## src/sv/afre_pkg.sv

```systemverilog
// Shared types, constants and helpers for the air fuel ratio estimator.
`default_nettype none
package afre_pkg;
    localparam int WINDOW_LEN_DEF = 16;

    localparam logic [1:0] MIX_NORMAL = 2'd0;
    localparam logic [1:0] MIX_LEAN   = 2'd1;
    localparam logic [1:0] MIX_RICH   = 2'd2;

    localparam logic [1:0] REG_STOICH = 2'd0;
    localparam logic [1:0] REG_LAMBDA = 2'd1;
    localparam logic [1:0] REG_LEAN   = 2'd2;
    localparam logic [1:0] REG_RICH   = 2'd3;

    typedef struct packed {
        logic [10:0]       oxygen_millivolts;
        logic [7:0]        manifold_kpa;
        logic [13:0]       engine_speed;
        logic [6:0]        throttle_percent;
        logic signed [7:0] short_trim;
        logic signed [7:0] long_trim;
    } afre_in_t;

    typedef struct packed {
        logic [11:0] ratio_hundredths;
        logic [11:0] lambda_thousandths;
        logic [1:0]  mixture_state;
        logic [6:0]  stability_percent;
    } afre_out_t;

    // controller to datapath
    typedef struct packed {
        logic load;      // capture item, form trimmed blend
        logic div_start; // form ratio, store it, start lambda division
        logic acc_start; // clear window sums
        logic acc_step;  // add one window entry
        logic sqrt_start;
        logic finish;    // form result
    } afre_cmd_t;

    // datapath to controller
    typedef struct packed {
        logic div_done;
        logic sqrt_done;
        logic acc_last;
    } afre_sts_t;

    // Oxygen sensor curve in hundredths of AFR.
    function automatic logic [10:0] oxy_curve(input logic [10:0] m, input logic [10:0] st);
        logic [10:0] d;
        logic [12:0] p;
        logic [10:0] r;
        d = 11'd0;
        p = 13'd0;
        r = 11'd1200;
        if (m < 11'd10) r = st;
        else if (m < 11'd100) r = 11'd1700;
        else if (m < 11'd200) r = 11'd1800 - m;
        else if (m < 11'd350)
        begin
            d = 11'd350 - m;
            r = 11'd1550 + 11'((19'(d) * 19'd171) >> 9);
        end
        else if (m < 11'd450)
        begin
            p = {2'b0, 11'd450 - m} << 2;
            r = 11'd1470 + 11'((21'(p) * 21'd205) >> 10);
        end
        else if (m < 11'd550)
        begin
            p = {2'b0, m - 11'd450} << 2;
            r = 11'd1470 - 11'((21'(p) * 21'd205) >> 10);
        end
        else if (m < 11'd700)
        begin
            d = m - 11'd550;
            r = 11'd1380 - 11'((19'(d) * 19'd171) >> 9);
        end
        else if (m < 11'd900) r = 11'd1300 - ((m - 11'd700) >> 1);
        return r;
    endfunction
endpackage
`default_nettype wire

```

## src/sv/afre_ctrl.sv

```systemverilog
// Sequencing controller for the air fuel ratio estimator.
`default_nettype none
module afre_ctrl
    import afre_pkg::*;
(
    input  wire logic clk,
    input  wire logic rst_n,
    input  wire logic in_valid,
    output logic      in_ready,
    output logic      out_valid,
    input  wire logic out_ready,
    output afre_cmd_t cmd,
    input  wire afre_sts_t sts
);
    localparam logic [2:0] ST_IDLE = 3'd0;
    localparam logic [2:0] ST_DIV  = 3'd1;
    localparam logic [2:0] ST_ACC  = 3'd2;
    localparam logic [2:0] ST_SQRT = 3'd3;
    localparam logic [2:0] ST_FIN  = 3'd4;

    logic [2:0] state_reg, state_next;
    logic       ov_reg, ov_next;

    assign out_valid = ov_reg;
    // a new item may enter while the previous result waits
    assign in_ready  = (state_reg == ST_IDLE);

    always_comb
    begin
        state_next = state_reg;
        ov_next    = ov_reg && !out_ready;
        cmd        = '0;
        unique case (state_reg)
            ST_IDLE:
            begin
                if (in_valid)
                begin
                    cmd.load   = 1'b1;
                    state_next = ST_DIV;
                end
            end
            ST_DIV:
            begin
                cmd.div_start = 1'b1;
                cmd.acc_start = 1'b1;
                state_next    = ST_ACC;
            end
            ST_ACC:
            begin
                cmd.acc_step = 1'b1;
                if (sts.acc_last)
                    state_next = ST_SQRT;
            end
            ST_SQRT:
            begin
                cmd.sqrt_start = 1'b1;
                state_next     = ST_FIN;
            end
            ST_FIN:
            begin
                if (sts.div_done && sts.sqrt_done && !ov_next)
                begin
                    cmd.finish = 1'b1;
                    ov_next    = 1'b1;
                    state_next = ST_IDLE;
                end
            end
            default: state_next = ST_IDLE;
        endcase
    end

    always_ff @(posedge clk or negedge rst_n)
    begin
        if (!rst_n)
        begin
            state_reg <= ST_IDLE;
            ov_reg    <= 1'b0;
        end
        else
        begin
            state_reg <= state_next;
            ov_reg    <= ov_next;
        end
    end
endmodule
`default_nettype wire

```

## src/sv/afre_dp.sv

```systemverilog
// Datapath: ratio, lambda divider, window statistics and square root.
`default_nettype none
module afre_dp
    import afre_pkg::*;
#(
    parameter int WINDOW_LEN = WINDOW_LEN_DEF
)
(
    input  wire logic  clk,
    input  wire logic  rst_n,
    input  wire afre_in_t  in_item,
    input  wire afre_cmd_t cmd,
    output afre_sts_t  sts,
    output afre_out_t  out_item,
    input  wire logic [10:0] stoich_ratio,
    input  wire logic [10:0] lambda_divisor,
    input  wire logic [11:0] lean_limit,
    input  wire logic [11:0] rich_limit
);
    localparam int IW = (WINDOW_LEN > 1) ? $clog2(WINDOW_LEN) : 1;
    localparam int NW = $clog2(WINDOW_LEN + 1);
    localparam int SW = 12 + NW;          // sum width
    localparam int QW = 24 + NW;          // square sum width
    localparam int VW = QW + NW;          // N*Q - S*S width
    localparam int RW = (VW + 1) / 2;     // root width
    localparam int RSW = 2 * RW;
    localparam int LIM = 200 * WINDOW_LEN;
    localparam int LW = $clog2(LIM + 1);

    // window memory and slot
    logic [11:0]   win_mem [WINDOW_LEN];
    logic [WINDOW_LEN-1:0] vld_reg;
    logic [IW-1:0] slot_reg;
    logic          full_reg;
    logic [IW-1:0] rd_idx_reg;
    logic [11:0]   rd_data_reg;
    logic          rd_ok_reg;
    logic          rd_vld_reg;

    // ratio stage
    logic [11:0] ratio_reg;
    logic [1:0]  mix_reg;

    logic [10:0]        curve;
    logic [10:0]        est;
    logic [14:0]        blend;
    logic signed [9:0]  tsum;
    logic signed [26:0] num;
    logic signed [26:0] num_reg;
    logic [11:0]        ratio_c;

    // trimmed blend from the item
    always_comb
    begin
        curve = oxy_curve(in_item.oxygen_millivolts, stoich_ratio);
        est   = (in_item.engine_speed < 14'd200) ? stoich_ratio : 11'd900;
        if (in_item.oxygen_millivolts > 11'd10)
            blend = 15'(curve) * 15'd7 + 15'(est) * 15'd3;
        else
            blend = 15'(est) * 15'd10;
        tsum = 10'sd200 + 10'(in_item.short_trim) + 10'(in_item.long_trim);
        num  = $signed({1'b0, 15'(blend)}) * tsum;
    end

    always_ff @(posedge clk)
    begin
        if (cmd.load)
            num_reg <= num;
    end

    // clamp, then num/2000 as (num/16)/125 by reciprocal
    always_comb
    begin
        if (num_reg < 27'sd1600000)
            ratio_c = 12'd800;
        else if (num_reg > 27'sd4400000)
            ratio_c = 12'd2200;
        else
            ratio_c = 12'((37'(num_reg[22:4]) * 37'd134218) >> 24);
    end

    // restoring divider for ratio*1000 / divisor
    logic [21:0] dq_reg;
    logic [11:0] drem_reg;
    logic [4:0]  dcnt_reg;
    logic        dbusy_reg;
    logic [12:0] dtry;
    assign dtry = {drem_reg, dq_reg[21]} - {2'b0, lambda_divisor};

    always_ff @(posedge clk or negedge rst_n)
    begin
        if (!rst_n)
        begin
            dbusy_reg <= 1'b0;
            dcnt_reg  <= '0;
        end
        else if (cmd.div_start)
        begin
            dbusy_reg <= 1'b1;
            dcnt_reg  <= 5'd22;
        end
        else if (dbusy_reg)
        begin
            dcnt_reg <= dcnt_reg - 5'd1;
            if (dcnt_reg == 5'd1)
                dbusy_reg <= 1'b0;
        end
    end

    always_ff @(posedge clk)
    begin
        if (cmd.div_start)
        begin
            dq_reg   <= 22'(ratio_c) * 22'd1000;
            drem_reg <= '0;
        end
        else if (dbusy_reg)
        begin
            if (!dtry[12])
            begin
                drem_reg <= dtry[11:0];
                dq_reg   <= {dq_reg[20:0], 1'b1};
            end
            else
            begin
                drem_reg <= {drem_reg[10:0], dq_reg[21]};
                dq_reg   <= {dq_reg[20:0], 1'b0};
            end
        end
    end

    // window write and slot update once the ratio is formed
    logic [IW-1:0] slot_inc;
    assign slot_inc = (slot_reg == IW'(WINDOW_LEN - 1)) ? '0 : slot_reg + 1'b1;

    always_ff @(posedge clk or negedge rst_n)
    begin
        if (!rst_n)
        begin
            slot_reg <= '0;
            full_reg <= 1'b0;
            vld_reg  <= '0;
        end
        else if (cmd.div_start)
        begin
            slot_reg <= slot_inc;
            vld_reg[slot_reg] <= 1'b1;
            if (slot_inc == '0)
                full_reg <= 1'b1;
        end
    end

    always_ff @(posedge clk)
    begin
        if (cmd.div_start)
        begin
            win_mem[slot_reg] <= ratio_c;
            ratio_reg <= ratio_c;
            if (ratio_c > lean_limit)
                mix_reg <= MIX_LEAN;
            else if (ratio_c < rich_limit)
                mix_reg <= MIX_RICH;
            else
                mix_reg <= MIX_NORMAL;
        end
        rd_data_reg <= win_mem[rd_idx_reg];
        rd_ok_reg   <= vld_reg[rd_idx_reg];
    end

    // sum and square sum: one entry per cycle, read registered
    logic [SW-1:0] s_reg;
    logic [QW-1:0] q_reg;
    logic [11:0]   entry;
    assign entry = rd_ok_reg ? rd_data_reg : 12'd0;

    always_ff @(posedge clk or negedge rst_n)
    begin
        if (!rst_n)
        begin
            rd_idx_reg <= '0;
            rd_vld_reg <= 1'b0;
        end
        else if (cmd.acc_start)
        begin
            rd_idx_reg <= '0;
            rd_vld_reg <= 1'b0;
        end
        else if (cmd.acc_step)
        begin
            rd_vld_reg <= 1'b1;
            if (rd_idx_reg != IW'(WINDOW_LEN - 1))
                rd_idx_reg <= rd_idx_reg + 1'b1;
        end
    end

    logic [NW-1:0] acnt_reg;
    always_ff @(posedge clk)
    begin
        if (cmd.acc_start)
        begin
            s_reg    <= '0;
            q_reg    <= '0;
            acnt_reg <= '0;
        end
        else if (cmd.acc_step && rd_vld_reg)
        begin
            s_reg    <= s_reg + SW'(entry);
            q_reg    <= q_reg + QW'(entry) * QW'(entry);
            acnt_reg <= acnt_reg + 1'b1;
        end
    end
    assign sts.acc_last = rd_vld_reg && (acnt_reg == NW'(WINDOW_LEN - 1));

    // bit-pair square root of N*Q - S*S
    logic [VW-1:0]  rad_reg;
    logic [RW-1:0]  root_reg;
    logic [RW+1:0]  srem_reg;
    logic [$clog2(RW+1)-1:0] scnt_reg;
    logic           sbusy_reg;
    logic [RSW-1:0] rad_pad;
    logic [RW+1:0]  strial;
    logic [RW+1:0]  sshift;

    assign rad_pad = RSW'(VW'(q_reg) * VW'(WINDOW_LEN) - VW'(s_reg) * VW'(s_reg));
    assign sshift  = {srem_reg[RW-1:0], rad_reg[VW-1 -: 2]};
    assign strial  = sshift - {root_reg, 2'b01};

    always_ff @(posedge clk or negedge rst_n)
    begin
        if (!rst_n)
        begin
            sbusy_reg <= 1'b0;
            scnt_reg  <= '0;
        end
        else if (cmd.sqrt_start)
        begin
            sbusy_reg <= 1'b1;
            scnt_reg  <= ($clog2(RW+1))'(RW);
        end
        else if (sbusy_reg)
        begin
            scnt_reg <= scnt_reg - 1'b1;
            if (scnt_reg == 1)
                sbusy_reg <= 1'b0;
        end
    end

    always_ff @(posedge clk)
    begin
        if (cmd.sqrt_start)
        begin
            rad_reg  <= VW'(rad_pad << (RSW - VW));
            root_reg <= '0;
            srem_reg <= '0;
        end
        else if (sbusy_reg)
        begin
            rad_reg <= rad_reg << 2;
            if (!strial[RW+1])
            begin
                srem_reg <= strial;
                root_reg <= {root_reg[RW-2:0], 1'b1};
            end
            else
            begin
                srem_reg <= sshift;
                root_reg <= {root_reg[RW-2:0], 1'b0};
            end
        end
    end

    assign sts.div_done  = !dbusy_reg && !cmd.div_start;
    assign sts.sqrt_done = !sbusy_reg && !cmd.sqrt_start;

    // result formation; (LIM - r)/(2N) on a narrow value
    logic [LW-1:0] diff;
    logic [6:0]    stab;
    logic [11:0]   lam;
    assign diff = LW'(LIM) - LW'(root_reg);
    always_comb
    begin
        if (!full_reg)
            stab = 7'd80;
        else if (RW'(root_reg) >= RW'(LIM))
            stab = 7'd0;
        else
            stab = 7'(diff / (2 * WINDOW_LEN));
        if (lambda_divisor == 11'd0 || dq_reg > 22'd4095)
            lam = 12'd4095;
        else
            lam = dq_reg[11:0];
    end

    always_ff @(posedge clk)
    begin
        if (cmd.finish)
        begin
            out_item.ratio_hundredths   <= ratio_reg;
            out_item.lambda_thousandths <= lam;
            out_item.mixture_state      <= mix_reg;
            out_item.stability_percent  <= stab;
        end
    end

    logic unused_ok;
    assign unused_ok = ^{in_item.manifold_kpa, in_item.throttle_percent};
endmodule
`default_nettype wire

```

## src/sv/air_fuel_ratio_estimator_unit.sv

```systemverilog
// Top level of the air fuel ratio estimator.
// One engine sample item in, one result item out. The trimmed blend is
// captured on acceptance and the ratio formed in the next cycle; the
// window sums are then gathered one entry per cycle, and a bit-pair square
// root runs one root bit per cycle; a lambda divider overlaps them. A
// finished result waits in an output register while the next item starts;
// a result still waiting when the next one is ready holds the block until
// it is taken. The root width RW is 17 at the default window of 16.
// Registers: 0x0 stoich_ratio, 0x4 lambda_divisor, 0x8 lean_limit,
// 0xC rich_limit. Write them only while the block is idle.
`default_nettype none
module air_fuel_ratio_estimator_unit
    import afre_pkg::*;
#(
    parameter int WINDOW_LEN = WINDOW_LEN_DEF
)
(
    input  wire logic        clk,
    input  wire logic        rst_n,
    input  wire logic        in_valid,
    output logic             in_ready,
    input  wire afre_in_t    in_data,
    output logic             out_valid,
    input  wire logic        out_ready,
    output afre_out_t        out_data,
    input  wire logic        psel,
    input  wire logic        penable,
    input  wire logic        pwrite,
    input  wire logic [3:0]  paddr,
    input  wire logic [31:0] pwdata,
    output logic [31:0]      prdata,
    output logic             pready
);
    afre_cmd_t cmd;
    afre_sts_t sts;

    logic [10:0] stoich_reg;
    logic [10:0] lamdiv_reg;
    logic [11:0] lean_reg;
    logic [11:0] rich_reg;

    assign pready = 1'b1;

    // configuration registers
    always_ff @(posedge clk or negedge rst_n)
    begin
        if (!rst_n)
        begin
            stoich_reg <= 11'd1470;
            lamdiv_reg <= 11'd1470;
            lean_reg   <= 12'd1500;
            rich_reg   <= 12'd1400;
        end
        else if (psel && penable && pwrite)
        begin
            unique case (paddr[3:2])
                REG_STOICH: stoich_reg <= pwdata[10:0];
                REG_LAMBDA: lamdiv_reg <= pwdata[10:0];
                REG_LEAN:   lean_reg   <= pwdata[11:0];
                REG_RICH:   rich_reg   <= pwdata[11:0];
                default: ;
            endcase
        end
    end

    always_comb
    begin
        unique case (paddr[3:2])
            REG_STOICH: prdata = {21'd0, stoich_reg};
            REG_LAMBDA: prdata = {21'd0, lamdiv_reg};
            REG_LEAN:   prdata = {20'd0, lean_reg};
            REG_RICH:   prdata = {20'd0, rich_reg};
            default:    prdata = 32'd0;
        endcase
    end

    afre_ctrl u_ctrl (
        .clk       (clk),
        .rst_n     (rst_n),
        .in_valid  (in_valid),
        .in_ready  (in_ready),
        .out_valid (out_valid),
        .out_ready (out_ready),
        .cmd       (cmd),
        .sts       (sts)
    );

    afre_dp #(.WINDOW_LEN(WINDOW_LEN)) u_dp (
        .clk            (clk),
        .rst_n          (rst_n),
        .in_item        (in_data),
        .cmd            (cmd),
        .sts            (sts),
        .out_item       (out_data),
        .stoich_ratio   (stoich_reg),
        .lambda_divisor (lamdiv_reg),
        .lean_limit     (lean_reg),
        .rich_limit     (rich_reg)
    );
endmodule
`default_nettype wire

```

## config.mk

```make
export PLATFORM = sky130hd
export DESIGN_NAME = air_fuel_ratio_estimator_unit
export DESIGN_NICKNAME = d
export VERILOG_FILES = /design/src/sv/afre_pkg.sv /design/src/sv/afre_ctrl.sv /design/src/sv/afre_dp.sv /design/src/sv/air_fuel_ratio_estimator_unit.sv
export SDC_FILE = /design/constraint.sdc
export NUM_CORES = 2
export LEC_CHECK = 0
export BUFFER_PORTS_ARGS = -buffer_cell sky130_fd_sc_hd__buf_4
export CAP_MARGIN = 20
export CORE_ASPECT_RATIO = 1.5
export CORE_UTILIZATION = 30
export DETAILED_ROUTE_END_ITERATION = 16
export SKIP_CTS_REPAIR_TIMING = 1
export SYNTH_ARGS = -nofsm -noshare
export SYNTH_HDL_FRONTEND = slang
export SYNTH_SLANG_ARGS = --single-unit
```

## constraint.sdc

```tcl
create_clock -name clk -period 12.7 [get_ports clk]
set_input_delay 1.905 -clock clk [delete_from_list [all_inputs] [get_ports clk]]
set_output_delay 1.905 -clock clk [all_outputs]
set_load 0.01 [all_outputs]
```

==> impl_metrics.tcl <==
set metrics [dict create \
    slowest_stage "fa_1" \
    grt_pass1_wl_um 238500 \
    synth-edff-count 318 \
    clockBufferDepth 3 \
    syn_area_per_cell_um2 9.936 \
    m1WireLength_um 59180 \
    setup-tns-final_ps -18760 \
    wl_per_cell_um 16.49 \
    hold_path_class "register to register" \
    slew_headroom_pct 27.27 \
    io_pins 167 \
    start_util_pct 30.31 \
    die_h_um 542.1 \
    fillerInstances 19290 \
    worst_pin_slew_ps 1091 \
    top_layer_used "met4" \
    fmax_ghz 0.06974 \
    ys_ff_latch 519 \
    dp_hpwl_um 121100 \
    cts_buffers 54 \
    fin_ws_ps -1640 \
    wirelength_um 148500 \
    regArea_um2 14060 \
    viasPerCell 4.733 \
    grt_max_degree 82 \
    cp_common_cell "fa_1" \
    netlist_instances 5872 \
    synthFlopType "edfxtp_1" \
    ys_seq_area_share_pct 24.08 \
    synth_top_area_cell "fa_1" \
    dieArea_um2 196300 \
    synth.most_common_cell "inv_1" \
    worst_setup_path_end_kind "register" \
    cts.sinks 519 \
    drc 0 \
    gp_congestion 0.8903 \
    syn-cell-area_um2 58340 \
    min_delay_path_depth 0 \
    met3_wirelength_um 4530 \
    grt_usage_pct 15.17 \
    dr.pass1.iters 5 \
    largest_reg_flops 192 \
    core-area_um2 192500 \
    dr_total_vias 42620 \
    finalCritPeriodShare_pct 112.9 \
    critPathMaxFanout 5 \
    setup_viol 18 \
    overflow 0 \
    slew_violations 0 \
    io_buffers 105 \
    hold_violations 0 \
    cp-start-kind "primary input" \
    first_global_vias 45550 \
    die_width_um 362.1 \
    final_antenna_net_count 0 \
    cts_tree "yes" \
    cpPeakStageDelay_ps 560 \
    status "finished, violations left" \
    synth.top_cells.by_area "fa_1 (22%), ha_1 (17%), edfxtp_1 (16%)" \
    clock_latency_ps 650 \
    synth_top_area_share_pct 21.79 \
    post-route-min-period_ps 14340 \
    fin_skew_ps 35.66 \
    h-tree-depth 2 \
    drv_cap 0 \
    synth_common_cells "inv_1 (1,126), ha_1 (813), fa_1 (635)" \
    first_iter_violations 1998 \
    area_growth_pct 18.01 \
    antenna_found_initial 3 \
    yosysUniqueCellTypes 118 \
    violations "negative setup slack" \
    final_layout_size_suffix_gt1_share_pct 17.58 \
    crit_required_ps 13080 \
    reg2regPathDepth 35 \
    met2_length_um 78940 \
    worstSetupPathType "primary input to register" \
    cts_root_buf "clkbuf_16" \
    rows 197 \
    multi_input_area_um2 40740 \
    clkTransAtPathRegs_ps 70 \
    nets 7917 \
    yosys_warnings 0 \
    rsz0062_at_grt "true" \
    crit_arrival_ps 14720 \
    async_reset_ff_share_pct 16.96 \
]
## worst paths after layout
check                           startpoint                  to  slack [ps]
setup / recovery               in_data[47]    u_dp.num_reg[25]       -1640
hold / removal             u_dp.mix_reg[0]    u_dp.out_item[7]         430
setup reg to reg           u_dp.num_reg[9]     u_dp.dq_reg[20]        1650
hold reg to reg            u_dp.mix_reg[0]    u_dp.out_item[7]         430
max in group asynchronous            rst_n  u_dp.rd_idx_reg[0]       10690
min in group asynchronous            rst_n         lean_reg[9]        1080
## metal layers
metal | GRT usage (%) | vias up
met4 | 5.789 | 0
li1 | - | 20300
met2 | 28.83 | 750
met5 | 0 | -
met1 | 17.44 | 21310
met3 | 1.142 | 258
## kinds of logic after synthesis
family | share of synthesized area [%]
other cells | 0.01287
xor+xnor | 4.514
compound gates | 9.183
fa+ha+maj | 39.22
buf+inv | 8.666
simple gates | 10.35
flops | 24.08
mux | 3.965
## layout by cell type, fill, tap and decap left out, drive strengths merged, types with 28 or more instances in the layout
cell type,instances
ha,813
nand2b,61
xor2,108
clkbuf,72
or2,48
a21o,57
o21a,31
nand3,77
inv,1137
nor3,64
and3,78
nand2,485
and2,45
dfstp,29
mux2i,89
buf,612
mux2,50
fa,635
edfxtp,318
xnor2,191
o21ai,222
o21bai,28
dfrtp,59
a21oi,242
nor2,280
dfxtp,113
nor2b,49
mux4,38
## worst max-delay path: cells and delay by family
family | cells | cell delay (ps)
AO/OA/AOI/OAI | 21 | 3590
XOR/XNOR | 5 | 660
AND/OR/NAND/NOR | 7 | 720
adder cells (fa/ha/maj) | 17 | 6880
buffers and inverters | 11 | 930
## metrics by stage
stage / hold slack [ps] / std cells / area, um2 / setup WS (ps) / util [%]
4_1_cts: 428.0 / 8970 / 67580 / -2253 / 35.11
5_1_grt: 450.7 / 9004 / 68850 / -2180 / 35.77
6_report: 434.3 / 9005 / 68850 / -1640 / 35.77
2_1_floorplan: 400.3 / 5891 / 58880 / -1971 / -
3_5_place_dp: 411.5 / 8868 / 65750 / -2906 / 34.16
3_3_place_gp: 405.7 / 8863 / 65680 / -2843 / 34.12
## area by class of cell
cell class	count	share of cell area (%)
multi-input cells	4052	59.17
flip-flops and latches	519	20.41
repair buffers	612	6.875
inverters	1131	6.175
well taps	2587	4.701
clock buffers	72	2.226
clock inverters	30	0.4289
diodes	2	0.007269
Power is not shown: default switching activity piles up to over one toggle a cycle in this logic, so the estimate is an artifact.
